File: src/rtl/bdpc_pkg.sv
// Shared types and constants for the button debounce and press classifier.
// Holds per-button state, configuration, event records and register indexes.
// No dependencies.
package bdpc_pkg;

    localparam int BTN_W       = 3;
    localparam int CNT_W       = 8;
    localparam int TIME_W      = 32;
    localparam int IN_TDATA_W  = 40;
    localparam int OUT_TDATA_W = 16;
    localparam int CFG_IDX_W   = 3;
    localparam int CFG_DATA_W  = 32;
    localparam int MAX_EVENTS  = 3;

    // Configuration register indexes
    localparam logic [CFG_IDX_W-1:0] CFG_DEBOUNCE_LIMIT = 3'd0;
    localparam logic [CFG_IDX_W-1:0] CFG_SHORT_PRESS    = 3'd1;
    localparam logic [CFG_IDX_W-1:0] CFG_LONG_PRESS     = 3'd2;
    localparam logic [CFG_IDX_W-1:0] CFG_VERY_LONG      = 3'd3;
    localparam logic [CFG_IDX_W-1:0] CFG_MULTI_PRESS    = 3'd4;
    localparam logic [CFG_IDX_W-1:0] CFG_INVERT_LEVEL   = 3'd5;

    typedef enum logic [2:0] {
        EV_PRESSED   = 3'd0,
        EV_SHORT     = 3'd1,
        EV_LONG      = 3'd2,
        EV_VERY_LONG = 3'd3,
        EV_MULTI     = 3'd4
    } event_kind_t;

    typedef struct packed {
        logic              pressed;
        logic [CNT_W-1:0]  count;
        logic [TIME_W-1:0] press_time;
        logic              long_seen;
        logic              very_long_seen;
        logic [CNT_W-1:0]  click_count;
    } btn_state_t;

    typedef struct packed {
        logic [CNT_W-1:0]  debounce_limit;
        logic [TIME_W-1:0] short_press_ms;
        logic [TIME_W-1:0] long_press_ms;
        logic [TIME_W-1:0] very_long_press_ms;
        logic [TIME_W-1:0] multi_press_ms;
        logic              invert_level;
    } cfg_t;

    typedef struct packed {
        event_kind_t       kind;
        logic [BTN_W-1:0]  button;
        logic [CNT_W-1:0]  value;
    } event_t;

    // Events caused by one sample, slot 0 first
    typedef struct packed {
        logic [1:0]                num;
        event_t [MAX_EVENTS-1:0]   ev;
    } ev_list_t;

endpackage

File: src/rtl/bdpc_ram.sv
// Generic single-write, single-read RAM with registered read data.
// Used for the per-button state store. No dependencies.
module bdpc_ram #(
    parameter int WIDTH = 51,
    parameter int DEPTH = 8
) (
    input  logic                                 aclk,
    input  logic                                 wr_en,
    input  logic [(DEPTH > 1 ? $clog2(DEPTH) : 1)-1:0] wr_addr,
    input  logic [WIDTH-1:0]                     wr_data,
    input  logic                                 rd_en,
    input  logic [(DEPTH > 1 ? $clog2(DEPTH) : 1)-1:0] rd_addr,
    output logic [WIDTH-1:0]                     rd_data
);

    logic [WIDTH-1:0] mem_reg [DEPTH];
    logic [WIDTH-1:0] rd_data_reg;

    always_ff @(posedge aclk) begin
        if (wr_en) begin
            mem_reg[wr_addr] <= wr_data;
        end
        if (rd_en) begin
            rd_data_reg <= mem_reg[rd_addr];
        end
    end

    assign rd_data = rd_data_reg;

endmodule

File: src/rtl/bdpc_eval.sv
// Per-sample evaluation: debounce counter update, press/release decision,
// hold timers and multi-press window. Depends on bdpc_pkg.
module bdpc_eval (
    input  bdpc_pkg::btn_state_t              cur,
    input  bdpc_pkg::cfg_t                    cfg,
    input  logic                              in_range,
    input  logic [bdpc_pkg::BTN_W-1:0]        button,
    input  logic                              raw_level,
    input  logic [bdpc_pkg::TIME_W-1:0]       now_ms,
    output bdpc_pkg::btn_state_t              nxt,
    output bdpc_pkg::ev_list_t                evs
);
    import bdpc_pkg::*;

    logic              level;
    logic [CNT_W:0]    up;
    logic [CNT_W-1:0]  new_count;
    logic              was;
    logic              now_pressed;
    logic [TIME_W-1:0] t_short;
    logic [TIME_W-1:0] t_long;
    logic [TIME_W-1:0] t_very;
    logic [TIME_W-1:0] t_multi;
    logic [1:0]        n;

    // Deadlines wrap at 32 bits
    assign t_short = cur.press_time + cfg.short_press_ms;
    assign t_long  = cur.press_time + cfg.long_press_ms;
    assign t_very  = cur.press_time + cfg.very_long_press_ms;
    assign t_multi = cur.press_time + cfg.multi_press_ms;

    always_comb begin
        level = raw_level ^ cfg.invert_level;
        up    = {1'b0, cur.count} + {{CNT_W{1'b0}}, 1'b1};

        // Saturating up/down debounce counter
        if (level) begin
            new_count = (up < {1'b0, cfg.debounce_limit}) ? up[CNT_W-1:0]
                                                           : cfg.debounce_limit;
        end else if (cur.count != '0) begin
            new_count = cur.count - CNT_W'(1);
        end else begin
            new_count = cur.count;
        end

        was         = cur.pressed;
        now_pressed = was;
        if (was && new_count == '0) begin
            now_pressed = 1'b0;
        end
        if (!was && new_count == cfg.debounce_limit) begin
            now_pressed = 1'b1;
        end

        nxt       = cur;
        nxt.count = new_count;
        evs       = '0;
        n         = 2'd0;
        for (int i = 0; i < MAX_EVENTS; i++) begin
            evs.ev[i].button = button;
            evs.ev[i].kind   = EV_PRESSED;
        end

        if (now_pressed != was) begin
            nxt.pressed        = now_pressed;
            nxt.long_seen      = 1'b0;
            nxt.very_long_seen = 1'b0;
            if (now_pressed) begin
                nxt.press_time = now_ms;
                if (cur.click_count != {CNT_W{1'b1}}) begin
                    nxt.click_count = cur.click_count + CNT_W'(1);
                end
                evs.ev[0].kind  = EV_PRESSED;
                evs.ev[0].value = CNT_W'(1);
                evs.ev[1].kind  = EV_MULTI;
                evs.ev[1].value = nxt.click_count;
                n = 2'd2;
            end else begin
                if (now_ms < t_short) begin
                    evs.ev[n].kind  = EV_SHORT;
                    evs.ev[n].value = '0;
                    n = n + 2'd1;
                end
                evs.ev[n].kind  = EV_PRESSED;
                evs.ev[n].value = '0;
                n = n + 2'd1;
            end
        end else begin
            if (was) begin
                if (!cur.long_seen && now_ms > t_long) begin
                    nxt.long_seen   = 1'b1;
                    evs.ev[n].kind  = EV_LONG;
                    evs.ev[n].value = '0;
                    n = n + 2'd1;
                end
                if (!cur.very_long_seen && now_ms > t_very) begin
                    nxt.very_long_seen = 1'b1;
                    evs.ev[n].kind     = EV_VERY_LONG;
                    evs.ev[n].value    = '0;
                    n = n + 2'd1;
                end
            end
            // Released buttons still close the multi-press window
            if (now_ms > t_multi && cur.click_count != '0) begin
                nxt.click_count = '0;
                evs.ev[n].kind  = EV_MULTI;
                evs.ev[n].value = '0;
                n = n + 2'd1;
            end
        end

        evs.num = n;

        // Drop out-of-range samples: no state change, no events
        if (!in_range) begin
            nxt     = cur;
            evs.num = 2'd0;
        end
    end

endmodule

File: src/rtl/bdpc_evq.sv
// Event queue: holds the events of one sample and hands them out one per
// cycle while out_ready is high, as the result register. Depends on bdpc_pkg.
module bdpc_evq (
    input  logic                aclk,
    input  logic                aresetn,
    input  logic                load,
    input  bdpc_pkg::ev_list_t  evs,
    input  logic                out_ready,
    output logic                free,
    output logic                out_valid,
    output bdpc_pkg::event_t    out_event,
    output logic                out_last
);
    import bdpc_pkg::*;

    event_t [MAX_EVENTS-1:0] ev_reg;
    event_t [MAX_EVENTS-1:0] ev_next;
    logic [1:0]              cnt_reg;
    logic [1:0]              cnt_next;
    logic                    take;

    assign out_valid = (cnt_reg != 2'd0);
    assign take      = out_valid && out_ready;
    // Free when empty or once the last queued event leaves this cycle
    assign free      = (cnt_reg == 2'd0) || (cnt_reg == 2'd1 && out_ready);
    assign out_event = ev_reg[0];
    assign out_last  = (cnt_reg == 2'd1);

    always_comb begin
        ev_next  = ev_reg;
        cnt_next = cnt_reg;
        if (load) begin
            ev_next  = evs.ev;
            cnt_next = evs.num;
        end else if (take) begin
            ev_next[0] = ev_reg[1];
            ev_next[1] = ev_reg[2];
            cnt_next   = cnt_reg - 2'd1;
        end
    end

    always_ff @(posedge aclk) begin
        if (!aresetn) begin
            cnt_reg <= 2'd0;
        end else begin
            cnt_reg <= cnt_next;
        end
        ev_reg <= ev_next;
    end

endmodule

File: src/rtl/button_debounce_press_classifier_core.sv
// Top level of the button debounce and press classifier.
// Depends on bdpc_pkg, bdpc_ram, bdpc_eval and bdpc_evq.
//
//  Channel   Direction  Handshake           Payload
//  --------  ---------  ------------------  ------------------------------------------
//  s_        in         s_tvalid/s_tready   s_tdata: button_index, raw_level, now_ms
//  m_        out        m_tvalid/m_tready   m_tdata: event_kind, event_button,
//                                           event_value; m_tlast: last_event
//  cfg_      in         cfg_valid/cfg_ready cfg_index, cfg_data (ready out of reset)
//
// Flow: a sample is registered at acceptance while its button's state is read
// from the state RAM; the sample stage then evaluates it and, once the queue is
// free, writes the state back as its events load into the event queue. The first
// event is valid once it is registered in the queue. The queue sends one event
// per cycle while m_tready is high, and a sample raises at most 3 events; samples
// that raise at most one event each are accepted every cycle while m_tready is high.
// Reset: synchronous, active low; s_tready and cfg_ready stay low during reset;
// config returns to defaults and every button reads as released through
// per-entry valid bits, with no clearing pass.
// Stalls: m_tready low holds the queue, which then holds the sample stage.
module button_debounce_press_classifier_core #(
    parameter int NUM_BUTTONS = 8
) (
    input  logic                                 aclk,
    input  logic                                 aresetn,
    // Sample input
    input  logic                                 s_tvalid,
    output logic                                 s_tready,
    input  logic [bdpc_pkg::IN_TDATA_W-1:0]      s_tdata,   // [2:0] button_index,
                                                            // [3] raw_level,
                                                            // [35:4] now_ms, [39:36] 0
    // Event output
    output logic                                 m_tvalid,
    input  logic                                 m_tready,
    output logic [bdpc_pkg::OUT_TDATA_W-1:0]     m_tdata,   // [2:0] event_kind,
                                                            // [5:3] event_button,
                                                            // [13:6] event_value,
                                                            // [15:14] 0
    output logic                                 m_tlast,
    // Configuration writes
    input  logic                                 cfg_valid,
    output logic                                 cfg_ready,
    input  logic [bdpc_pkg::CFG_IDX_W-1:0]       cfg_index,
    input  logic [bdpc_pkg::CFG_DATA_W-1:0]      cfg_data
);
    import bdpc_pkg::*;

    localparam int IDX_W   = (NUM_BUTTONS > 1) ? $clog2(NUM_BUTTONS) : 1;
    localparam int STATE_W = $bits(btn_state_t);

    // Configuration registers
    cfg_t cfg_reg;

    // Sample stage
    logic                in_valid_reg;
    logic                in_valid_next;
    logic [BTN_W-1:0]    in_btn_reg;
    logic                in_level_reg;
    logic [TIME_W-1:0]   in_now_reg;

    // Bypass of a state write that lands on the edge the RAM is read
    logic                byp_reg;
    btn_state_t          byp_data_reg;

    logic [NUM_BUTTONS-1:0] valid_reg;

    logic                accept;
    logic                commit;
    logic                q_free;
    logic                in_range;
    logic [IDX_W+BTN_W-1:0] s_idx_ext;
    logic [IDX_W+BTN_W-1:0] in_idx_ext;
    logic [IDX_W-1:0]    s_idx;
    logic [IDX_W-1:0]    in_idx;
    logic                wr_en;
    logic [STATE_W-1:0]  rd_data;
    btn_state_t          cur_state;
    btn_state_t          nxt_state;
    ev_list_t            evs;
    event_t              head;

    // Resize the 3-bit button index to the state depth
    assign s_idx_ext  = {{IDX_W{1'b0}}, s_tdata[BTN_W-1:0]};
    assign in_idx_ext = {{IDX_W{1'b0}}, in_btn_reg};
    assign s_idx      = s_idx_ext[IDX_W-1:0];
    assign in_idx     = in_idx_ext[IDX_W-1:0];
    assign in_range   = (32'(in_btn_reg) < 32'(NUM_BUTTONS));

    // Advance the sample stage when the queue can take its events
    assign commit   = in_valid_reg && q_free;
    // Hold ready low in reset so no transaction is taken and then dropped
    assign s_tready = aresetn && (!in_valid_reg || commit);
    assign accept   = s_tvalid && s_tready;
    assign wr_en    = commit && in_range;

    assign cfg_ready = aresetn;

    always_comb begin
        in_valid_next = in_valid_reg;
        if (accept) begin
            in_valid_next = 1'b1;
        end else if (commit) begin
            in_valid_next = 1'b0;
        end
    end

    // Pick the freshest copy of the button state
    always_comb begin
        if (byp_reg) begin
            cur_state = byp_data_reg;
        end else if (in_range && valid_reg[in_idx]) begin
            cur_state = btn_state_t'(rd_data);
        end else begin
            cur_state = '0;
        end
    end

    always_ff @(posedge aclk) begin
        if (!aresetn) begin
            in_valid_reg <= 1'b0;
            byp_reg      <= 1'b0;
            valid_reg    <= '0;
            cfg_reg.debounce_limit     <= CNT_W'(5);
            cfg_reg.short_press_ms     <= TIME_W'(500);
            cfg_reg.long_press_ms      <= TIME_W'(1000);
            cfg_reg.very_long_press_ms <= TIME_W'(3000);
            cfg_reg.multi_press_ms     <= TIME_W'(300);
            cfg_reg.invert_level       <= 1'b0;
        end else begin
            in_valid_reg <= in_valid_next;
            if (accept) begin
                byp_reg <= wr_en && (in_idx == s_idx);
            end
            if (wr_en) begin
                valid_reg[in_idx] <= 1'b1;
            end
            if (cfg_valid && cfg_ready) begin
                unique case (cfg_index)
                    CFG_DEBOUNCE_LIMIT: cfg_reg.debounce_limit     <= cfg_data[CNT_W-1:0];
                    CFG_SHORT_PRESS:    cfg_reg.short_press_ms     <= cfg_data;
                    CFG_LONG_PRESS:     cfg_reg.long_press_ms      <= cfg_data;
                    CFG_VERY_LONG:      cfg_reg.very_long_press_ms <= cfg_data;
                    CFG_MULTI_PRESS:    cfg_reg.multi_press_ms     <= cfg_data;
                    CFG_INVERT_LEVEL:   cfg_reg.invert_level       <= cfg_data[0];
                    default: ;
                endcase
            end
        end
        // Payload registers
        if (accept) begin
            in_btn_reg   <= s_tdata[BTN_W-1:0];
            in_level_reg <= s_tdata[BTN_W];
            in_now_reg   <= s_tdata[BTN_W+TIME_W:BTN_W+1];
            byp_data_reg <= nxt_state;
        end
    end

    bdpc_ram #(
        .WIDTH (STATE_W),
        .DEPTH (NUM_BUTTONS)
    ) u_state_ram (
        .aclk    (aclk),
        .wr_en   (wr_en),
        .wr_addr (in_idx),
        .wr_data (nxt_state),
        .rd_en   (accept),
        .rd_addr (s_idx),
        .rd_data (rd_data)
    );

    bdpc_eval u_eval (
        .cur       (cur_state),
        .cfg       (cfg_reg),
        .in_range  (in_range),
        .button    (in_btn_reg),
        .raw_level (in_level_reg),
        .now_ms    (in_now_reg),
        .nxt       (nxt_state),
        .evs       (evs)
    );

    bdpc_evq u_evq (
        .aclk      (aclk),
        .aresetn   (aresetn),
        .load      (commit),
        .evs       (evs),
        .out_ready (m_tready),
        .free      (q_free),
        .out_valid (m_tvalid),
        .out_event (head),
        .out_last  (m_tlast)
    );

    assign m_tdata = {2'b00, head.value, head.button, head.kind};

endmodule
File: config.mk
export PLATFORM = sky130hd
export DESIGN_NAME = button_debounce_press_classifier_core
export DESIGN_NICKNAME = d
export VERILOG_FILES = /design/src/rtl/bdpc_pkg.sv /design/src/rtl/bdpc_ram.sv /design/src/rtl/bdpc_eval.sv /design/src/rtl/bdpc_evq.sv /design/src/rtl/button_debounce_press_classifier_core.sv
export SDC_FILE = /design/constraint.sdc
export NUM_CORES = 1
export LEC_CHECK = 0
export BUFFER_PORTS_ARGS = -buffer_cell sky130_fd_sc_hd__buf_4
export CAP_MARGIN = 40
export CELL_PAD_IN_SITES_DETAIL_PLACEMENT = 0
export CELL_PAD_IN_SITES_GLOBAL_PLACEMENT = 1
export CORE_UTILIZATION = 50
export DETAILED_ROUTE_END_ITERATION = 10
export GPL_TIMING_DRIVEN = 1
export PLACE_DENSITY_LB_ADDON = 0.1
export SYNTH_ARGS = -nofsm -noshare
export SYNTH_HDL_FRONTEND = slang
export SYNTH_SLANG_ARGS = --single-unit
File: constraint.sdc
create_clock -name aclk -period 22.6 [get_ports aclk]
set_clock_uncertainty 0.1 [all_clocks]
set_input_delay 4.52 -clock aclk [delete_from_list [all_inputs] [get_ports aclk]]
set_output_delay 4.52 -clock aclk [all_outputs]
set_load 0.005 [all_outputs]
==> results.md, run 1 <==
* Number of global-route vias before repair at 25.5k
* Critical-path cell with the highest stage delay: ha_1
* Maximum VDD drop at 80.1 uV
* Total Wirelength at 99200 um
* Max-slew headroom at the worst pin at 35.7%
* Share of post-route cells with drive strength above 1 at between 10% and 20%
* Quantity of hold-fixing buffers added after cts at 0
* Drt drc at 0
* Final setup violation count at 0
* Final RePlAce weighted congestion at roughly 0.92
* Flip-flop count of the largest register, all copies and words added at 408
* I/O pin count at 100
* Worst-path clk slew at approximately 0.060 ns
* Highest signal layer in the routed design: met4
* Achievable clock frequency at around 98 MHz
* Number of detailed-route iterations in the first pass at 5
* Wire length of the first global-routing pass at 151000 um
* Total standard cell area after synthesis at ~38000 sq um
* Main synth FF type: edfxtp_1
* Delay of the slowest cell on the worst path at between 0.8 and 0.9 ns
* Unrepaired setup endpoints after global routing: false
* Final hold violations at 0
* Detailed-routed wire length on met2 at 47500 um
* Port Buffers at 93
* Number of synthesized flops with an enable pin at slightly below 600
* P per Cell Area at 85.3 nW/um^2
* Final Util at 57.1%
* Number of vias in the routed layout at 25.1k
* Sequential share of the synthesized area at 53.6%
* Layout area overhead at 12.6%
* Clock sinks at 726
* Maximum number of pins on one net before global-route repair at 86
* Synthesized netlist cell count at 3029
* Area of the die at 76900 sq um
* Clock tree from TritonCTS: yes
* Post-CTS setup-driven buffer insertion count at 0
* Height of the die at roughly 280 um
* Die Width at 277 um
* Post-synth top area share at 45.7%
* Worst min-delay path category: register to register
* DR WL/cell at 23.9 um
* Final worst-path cycle share at between 40% and 50%
* Number of buffers inserted during clock tree synthesis at 80
* Library cell used as clock root buffer: clkbuf_16
* Average cell area after synthesis at 12.5 sq um
* Filler cell count in the final layout at 6083
* Dominant cells by area after synthesis: edfxtp_1 (46%), ha_1 (9.0%), dfxtp_1 (7.9%)
* Number of warning messages in the yosys log at 0
* Critical Path AT at 10.49 ns
* Post-detailed-placement half-perimeter wirelength at around 68000 um
* Met3 WL at 3930 um
* Core footprint at about 75000 sq um
* Multi-input logic area at 16900 sq um
* Launching element type of the critical path: register
* Post-Layout Inst Area at 42700 sq um
* Detailed Route Iter0 Violations at 1693
* Required time at the worst-slack endpoint at roughly 23 ns
* Standard cell area after detailed placement at approximately 40000 sq um
* Insertion delay of the later-clocked pin in the worst-skew pair at 0.65 ns
* Via density at 6.04
* Number of antenna violations at the first check in global routing at 0
* Placement-stage worst setup slack at 12.63 ns
* Row Count at 100
* Async set or reset register ratio after synthesis at 0%
* Shortest clock period the worst path allows after layout at 10.25 ns
* Number of synthesized register bits at 726
* Number of H-tree levels at 3
* M1 WL at 44600 um
* Overall track demand over capacity in global routing at about a quarter
* Number of antenna repair diodes at 0
* Initial Util at 50.7%
* Max-slew violations at 0
* Number of distinct library cells after synthesis at 93
* # Max-Cap Violations at 0
* Maximum count of clock buffers along a single path at 3
* Static leakage at 16.0 nW
* Final #Nets at 3477
* Nature of the critical path endpoint: register
* Kind of critical path: register to register
* Resized Gates After CTS at 0
* Run status: complete, no violations
* Area used by sequential logic in the layout at between 20000 and 25000 sq um
* Worst-Margin Slew at 0.955 ns
* Crit path max fanout at 36
* Total Negative Setup Slacks at 0 ns
* Synth area leader: edfxtp_1
* Gr ovfl total at 0
* Residual antenna-violating net count after detailed routing at 0
* Setup ws final at about 12 ns
==> cells in the mapped netlist (all sizes together) (24+ instances only) <==
master,instances
inv,63
a21boi,115
a211oi,24
nand4,34
nor2,94
o21a,51
xnor2,60
dfxtp,149
xor2,64
mux2,86
buf,40
nand2b,30
nor2b,39
a21o,83
ha,272
nand3,73
mux4,102
clkbuf,87
a21oi,132
nand2,377
edfxtp,577
o21ai,95
nor3,54
a22o,41
==> critical path, delay by kind of cell (launching register included) <==
family	cells	cell delay (ns)
buffers and inverters	4	1.35
adders and majority gates	3	1.46
AOI/OAI and AO/OA	11	3.85
xor gates and xnor gates	1	0.16
muxes	1	0.43
and+or+nand+nor	6	1.87
DFF	1	0.67
==> cell type report <==
cell class,count,area share (%)
clock inverters,50,1.77
repair buffers,136,2.57
flip-flops and latches,726,47.6
multi-input cells,2113,39.5
inverters,64,0.563
clock buffers,100,5.11
well taps,969,2.84
==> kinds of logic after synthesis <==
family	share of synthesized area, %
simple gates	10.0
flops	53.6
fa+ha+maj	9.20
compound gates	13.0
buf+inv	2.11
other cells	0.00990
mux	9.10
xor+xnor	2.99
==> metrics by stage <==
stage	hold slack, ns	instances	power (mW)
after global routing	0.379	4158	3.78
after detailed placement	0.352	4008	2.24
after global placement	0.346	4002	2.22
final	0.364	4158	3.64
after CTS	0.368	4158	3.67
after floorplan	0.321	3030	2.04
==> placed cells by master (no fill, tap or decap), types with 10 or more instances in the layout <==
master / n
a211oi_1: 22
a21boi_0: 114
a21o_1: 83
a21oi_1: 132
a22o_1: 41
a31oi_1: 20
and2_1: 21
and3_1: 18
buf_4: 131
bufinv_16: 14
clkbuf_1: 12
clkbuf_16: 82
clkinv_2: 16
dfxtp_1: 148
edfxtp_1: 577
ha_1: 272
inv_1: 63
mux2_2: 86
mux2i_1: 18
mux4_2: 102
nand2_1: 377
nand2b_1: 30
nand3_1: 73
nand4_1: 34
nor2_1: 88
nor2b_1: 39
nor3_1: 49
o211ai_1: 13
o21a_1: 51
o21ai_0: 93
o21bai_1: 10
or3_1: 13
xnor2_1: 60
xor2_1: 64
==> power breakdown <==
group / leakage [nW] / internal, mW / switching [mW]
Sequential: 6.56 / 1.58 / 0.0454
Combinational: 8.03 / 0.232 / 0.368
Clock: 1.42 / 0.857 / 0.562
Total: 16.0 / 2.67 / 0.975
==> layer usage <==
| metal | vias up | track usage, % |
|---|---|---|
| met3 | 154 | 3.15 |
| li1 | 11800 | - |
| met4 | 0 | 8.86 |
| met5 | - | 0 |
| met2 | 565 | 42.9 |
| met1 | 12600 | 35.3 |
==> worst paths after layout <==
kind                 start                    endpoint  slack (ns)  cells past startpoint
max          in_btn_reg[2]  u_state_ram.mem_reg[0][11]       12.35                     26
min           valid_reg[0]                valid_reg[0]        0.36                      1
max reg2reg  in_btn_reg[2]  u_state_ram.mem_reg[0][11]       12.35                     26
min reg2reg   valid_reg[0]                valid_reg[0]        0.36                      1
(Power assumes the default switching activity.)
==> inputs of run 2 (changes only) <==
--- a/config.mk
+++ b/config.mk
@@ -5,6 +5,7 @@
 export SDC_FILE = /design/constraint.sdc
 export NUM_CORES = 1
 export LEC_CHECK = 0
+export ABC_AREA = 1
 export BUFFER_PORTS_ARGS = -buffer_cell sky130_fd_sc_hd__buf_4
 export CAP_MARGIN = 40
 export CELL_PAD_IN_SITES_DETAIL_PLACEMENT = 0
==> constraint.sdc (replaced) <==
create_clock -name aclk -period 10.6 [get_ports aclk]
set_clock_uncertainty 0.1 [all_clocks]
set_input_delay 2.12 -clock aclk [delete_from_list [all_inputs] [get_ports aclk]]
set_output_delay 2.12 -clock aclk [all_outputs]
set_load 0.005 [all_outputs]
==> results.md, run 2 <==
* Commonest cells in the netlist: nor2_1 (720), nand2_1 (584), edfxtp_1 (577), o21ai_0 (427), ha_1 (272) (was edfxtp_1 (577), nand2_1 (377), ha_1 (272), dfxtp_1 (149), a21oi_1 (132))
* Residual antenna-violating net count after detailed routing at 0 (unchanged)
* Clock sinks at 726 (unchanged)
* Number of synthesized flops with an enable pin at 577 (unchanged)
* Min-Delay Path Depth at 2 (was 1)
* Insertion delay of the later-clocked pin in the worst-skew pair at 0.64 ns (was 0.65 ns)
* Unrepaired setup endpoints after global routing: false (unchanged)
* Port Buffers at 93 (unchanged)
* Initial Util at 50.4% (was 50.7%)
* Synthesized netlist cell count at 3906 (was 3029)
* Height of the die at 276 um (was 277 um)
* Number of antenna violations at the first check in global routing at 1 (was 0)
* # Max-Cap Violations at 0 (unchanged)
* Gr ovfl total at 0 (unchanged)
* Maximum number of pins on one net before global-route repair at 141 (was 86)
* Worst Hold Slack at 0.363 ns (was 0.364 ns)
* Main synth FF type: edfxtp_1 (unchanged)
* Sink of the worst hold path: cfg_reg[38] (was valid_reg[0])
* Post-detailed-placement half-perimeter wirelength at 65400 um (was 67600 um)
* P per Cell Area at 180 nW/um^2 (was 85.3 nW/um^2)
* Number of H-tree levels at 3 (unchanged)
* Sequential share of the synthesized area at 54.2% (was 53.6%)
* Number of detailed-route iterations in the first pass at 6 (was 5)
* Filler cell count in the final layout at 6660 (was 6083)
* Via density at 5.50 (was 6.04)
* Total Negative Setup Slacks at 0 ns (unchanged)
* Achievable clock frequency at 113 MHz (was 97.5 MHz)
* Final setup violation count at 0 (unchanged)
* Total Wirelength at 101000 um (was 99200 um)
* DR WL/cell at 20.1 um (was 23.9 um)
* Drt drc at 0 (unchanged)
* Share of post-route cells with drive strength above 1 at 8.43% (was 15.8%)
* Row Count at 100 (unchanged)
* Critical Path AT at 9.14 ns (was 10.49 ns)
* Worst R2R Setup Slack at 1.75 ns (was 12.35 ns)
* Max-slew violations at 0 (unchanged)
* Synth area leader: edfxtp_1 (unchanged)
* Die Width at 276 um (was 277 um)
* Final RePlAce weighted congestion at 0.895 (was 0.918)
* Number of global-route vias before repair at 25.6k (was 25.5k)
* Library cell used as clock root buffer: clkbuf_16 (unchanged)
* Nature of the critical path endpoint: register (unchanged)
* Reg-to-Reg End: u_evq.ev_reg[27] (was u_state_ram.mem_reg[0][11])
* Resized Gates After CTS at 0 (unchanged)
* Post-synth top area share at 46.2% (was 45.7%)
* Critical-path cell with the highest stage delay: a21boi_0 (was ha_1)
* Dominant cells by area after synthesis: edfxtp_1 (46%), ha_1 (9.1%), dfxtp_1 (8.0%) (was edfxtp_1 (46%), ha_1 (9.0%), dfxtp_1 (7.9%))
* Number of distinct library cells after synthesis at 53 (was 93)
* Flip-flop count of the largest register, all copies and words added at 408 (unchanged)
* Most common cell in the netlist: nor2_1 (was edfxtp_1)
* Cell repeated most along the worst path: o21ai_0
* Quantity of hold-fixing buffers added after cts at 0 (unchanged)
* Commonest non-fill, non-tap cell in the layout: nor2_1 (was edfxtp_1)
* Layout area overhead at 12.6% (about the same)
* Post-CTS setup-driven buffer insertion count at 0 (unchanged)
* Run status: complete, no violations (unchanged)
* Worst-Margin Slew at 1.01 ns (was 0.955 ns)
* Hold path startpoint: cfg_reg[38] (was valid_reg[0])
* Static leakage at 17.1 nW (was 16.0 nW)
* Maximum VDD drop at 134 uV (was 80.1 uV)
* Crit path max fanout at 18 (was 36)
* Maximum count of clock buffers along a single path at 3 (unchanged)
* Delay of the slowest cell on the worst path at 0.59 ns (was 0.86 ns)
* Number of vias in the routed layout at 27.6k (was 25.1k)
* Clock tree from TritonCTS: yes (unchanged)
* Core footprint at 74300 sq um (was 74700 sq um)
* Wire length of the first global-routing pass at 154000 um (was 151000 um)
* Overall track demand over capacity in global routing at 26.7% (was 25.9%)
* Final worst-path cycle share at 83.4% (was 45.4%)
* Max-slew headroom at the worst pin at 32.8% (was 35.7%)
* Number of buffers inserted during clock tree synthesis at 81 (was 80)
* Async set or reset register ratio after synthesis at 0% (unchanged)
* Launching element type of the critical path: register (unchanged)
* Startpoint of the worst-slack reg-to-reg timing path: in_btn_reg[2] (unchanged)
* Total standard cell area after synthesis at 37500 sq um (was 37900 sq um)
* Final hold violations at 0 (unchanged)
* Shortest clock period the worst path allows after layout at 8.85 ns (was 10.25 ns)
* Required time at the worst-slack endpoint at 10.89 ns (was 22.84 ns)
* Final #Nets at 4341 (was 3477)
* Detailed Route Iter0 Violations at 2035 (was 1693)
* Average cell area after synthesis at 9.59 sq um (was 12.5 sq um)
* Kind of critical path: register to register (unchanged)
* Worst-path clk slew at 0.06 ns (about the same)
* Number of synthesized register bits at 726 (unchanged)
* Highest-count cells in the layout ignoring fill and taps: nor2_1 (708), nand2_1 (584), edfxtp_1 (577) (was edfxtp_1 (577), nand2_1 (377), ha_1 (272))
* Multi-input logic area at 15600 sq um (was 16900 sq um)
* Worst Reg2Reg Path Length in Cells at 35 (was 26)
* I/O pin count at 100 (unchanged)
* Area used by sequential logic in the layout at 20300 sq um (unchanged)
* Worst min-delay path category: register to register (unchanged)
* Number of warning messages in the yosys log at 0 (unchanged)
* Area of the die at 76000 sq um (was 76900 sq um)
-- run 2: area by class of cell --
class / instances / area share, %
tap: 969 / 2.87
timing repair buffer: 159 / 3.05
multi-input combinational: 2771 / 36.9
sequential: 726 / 48.2
antenna: 4 / 0.0237
inverter: 246 / 2.23
clock inverter: 49 / 1.71
clock buffer: 96 / 5.04
-- run 2: worst max path at each step --
| stage | from | endpoint | slack, ns |
|---|---|---|---|
| floorplan | m_tready | byp_reg | 1.61 |
| global placement | in_btn_reg[2] | u_evq.ev_reg[27] | 2.05 |
| detailed placement | in_btn_reg[2] | u_evq.ev_reg[27] | 2.09 |
| CTS | in_btn_reg[2] | u_evq.ev_reg[27] | 2.00 |
| global route | in_btn_reg[2] | u_evq.ev_reg[27] | 1.25 |
| finish | in_btn_reg[2] | u_evq.ev_reg[27] | 1.75 |
-- run 2: critical path, delay by kind of cell, from the launching register on --
kind / cells / cell delay (ns)
fa+ha+maj: 4 / 1.11
compound gates: 13 / 3.54
flops: 1 / 0.50
simple gates: 11 / 2.27
xor+xnor: 1 / 0.18
buf+inv: 6 / 0.91
-- run 2: kinds of logic after synthesis --
logic type / share of synthesized area [%]
adder cells (fa/ha/maj): 9.30
AO/OA/AOI/OAI: 13.1
flip-flops: 54.2
AND/OR/NAND/NOR: 15.7
buffers and inverters: 4.44
other: 0.0100
XOR/XNOR: 3.20
-- run 2: report_power, final --
| part | total, mW | leakage [nW] | switching [mW] | internal (mW) |
|---|---|---|---|---|
| clock | 3.02 | 1.37 | 1.20 | 1.81 |
| combinational | 1.21 | 9.13 | 0.809 | 0.400 |
| sequential | 3.35 | 6.55 | 0.0565 | 3.30 |
| total | 7.58 | 17.1 | 2.07 | 5.51 |
-- run 2: layer usage --
| metal | share of wire, % | vias up | track usage [%] |
|---|---|---|---|
| met5 | 0 | - | 0 |
| met3 | 5.2 | 143 | 3.57 |
| met2 | 45 | 628 | 41.3 |
| met1 | 48 | 13000 | 39.1 |
| li1 | - | 13800 | - |
| met4 | 2.6 | 0 | 7.94 |
-- run 2: per-stage QoR --
stage	instances	cell area [sq um]	setup WS [ns]	utilization, %	power, mW
floorplan	3907	37500	1.61	-	4.23
detailed placement	4871	39300	2.09	52.9	4.62
global placement	4840	39000	2.05	52.5	4.59
finish	5020	42200	1.75	56.8	7.58
global route	5016	42200	1.25	56.7	7.89
CTS	5016	42200	2.00	56.7	7.62
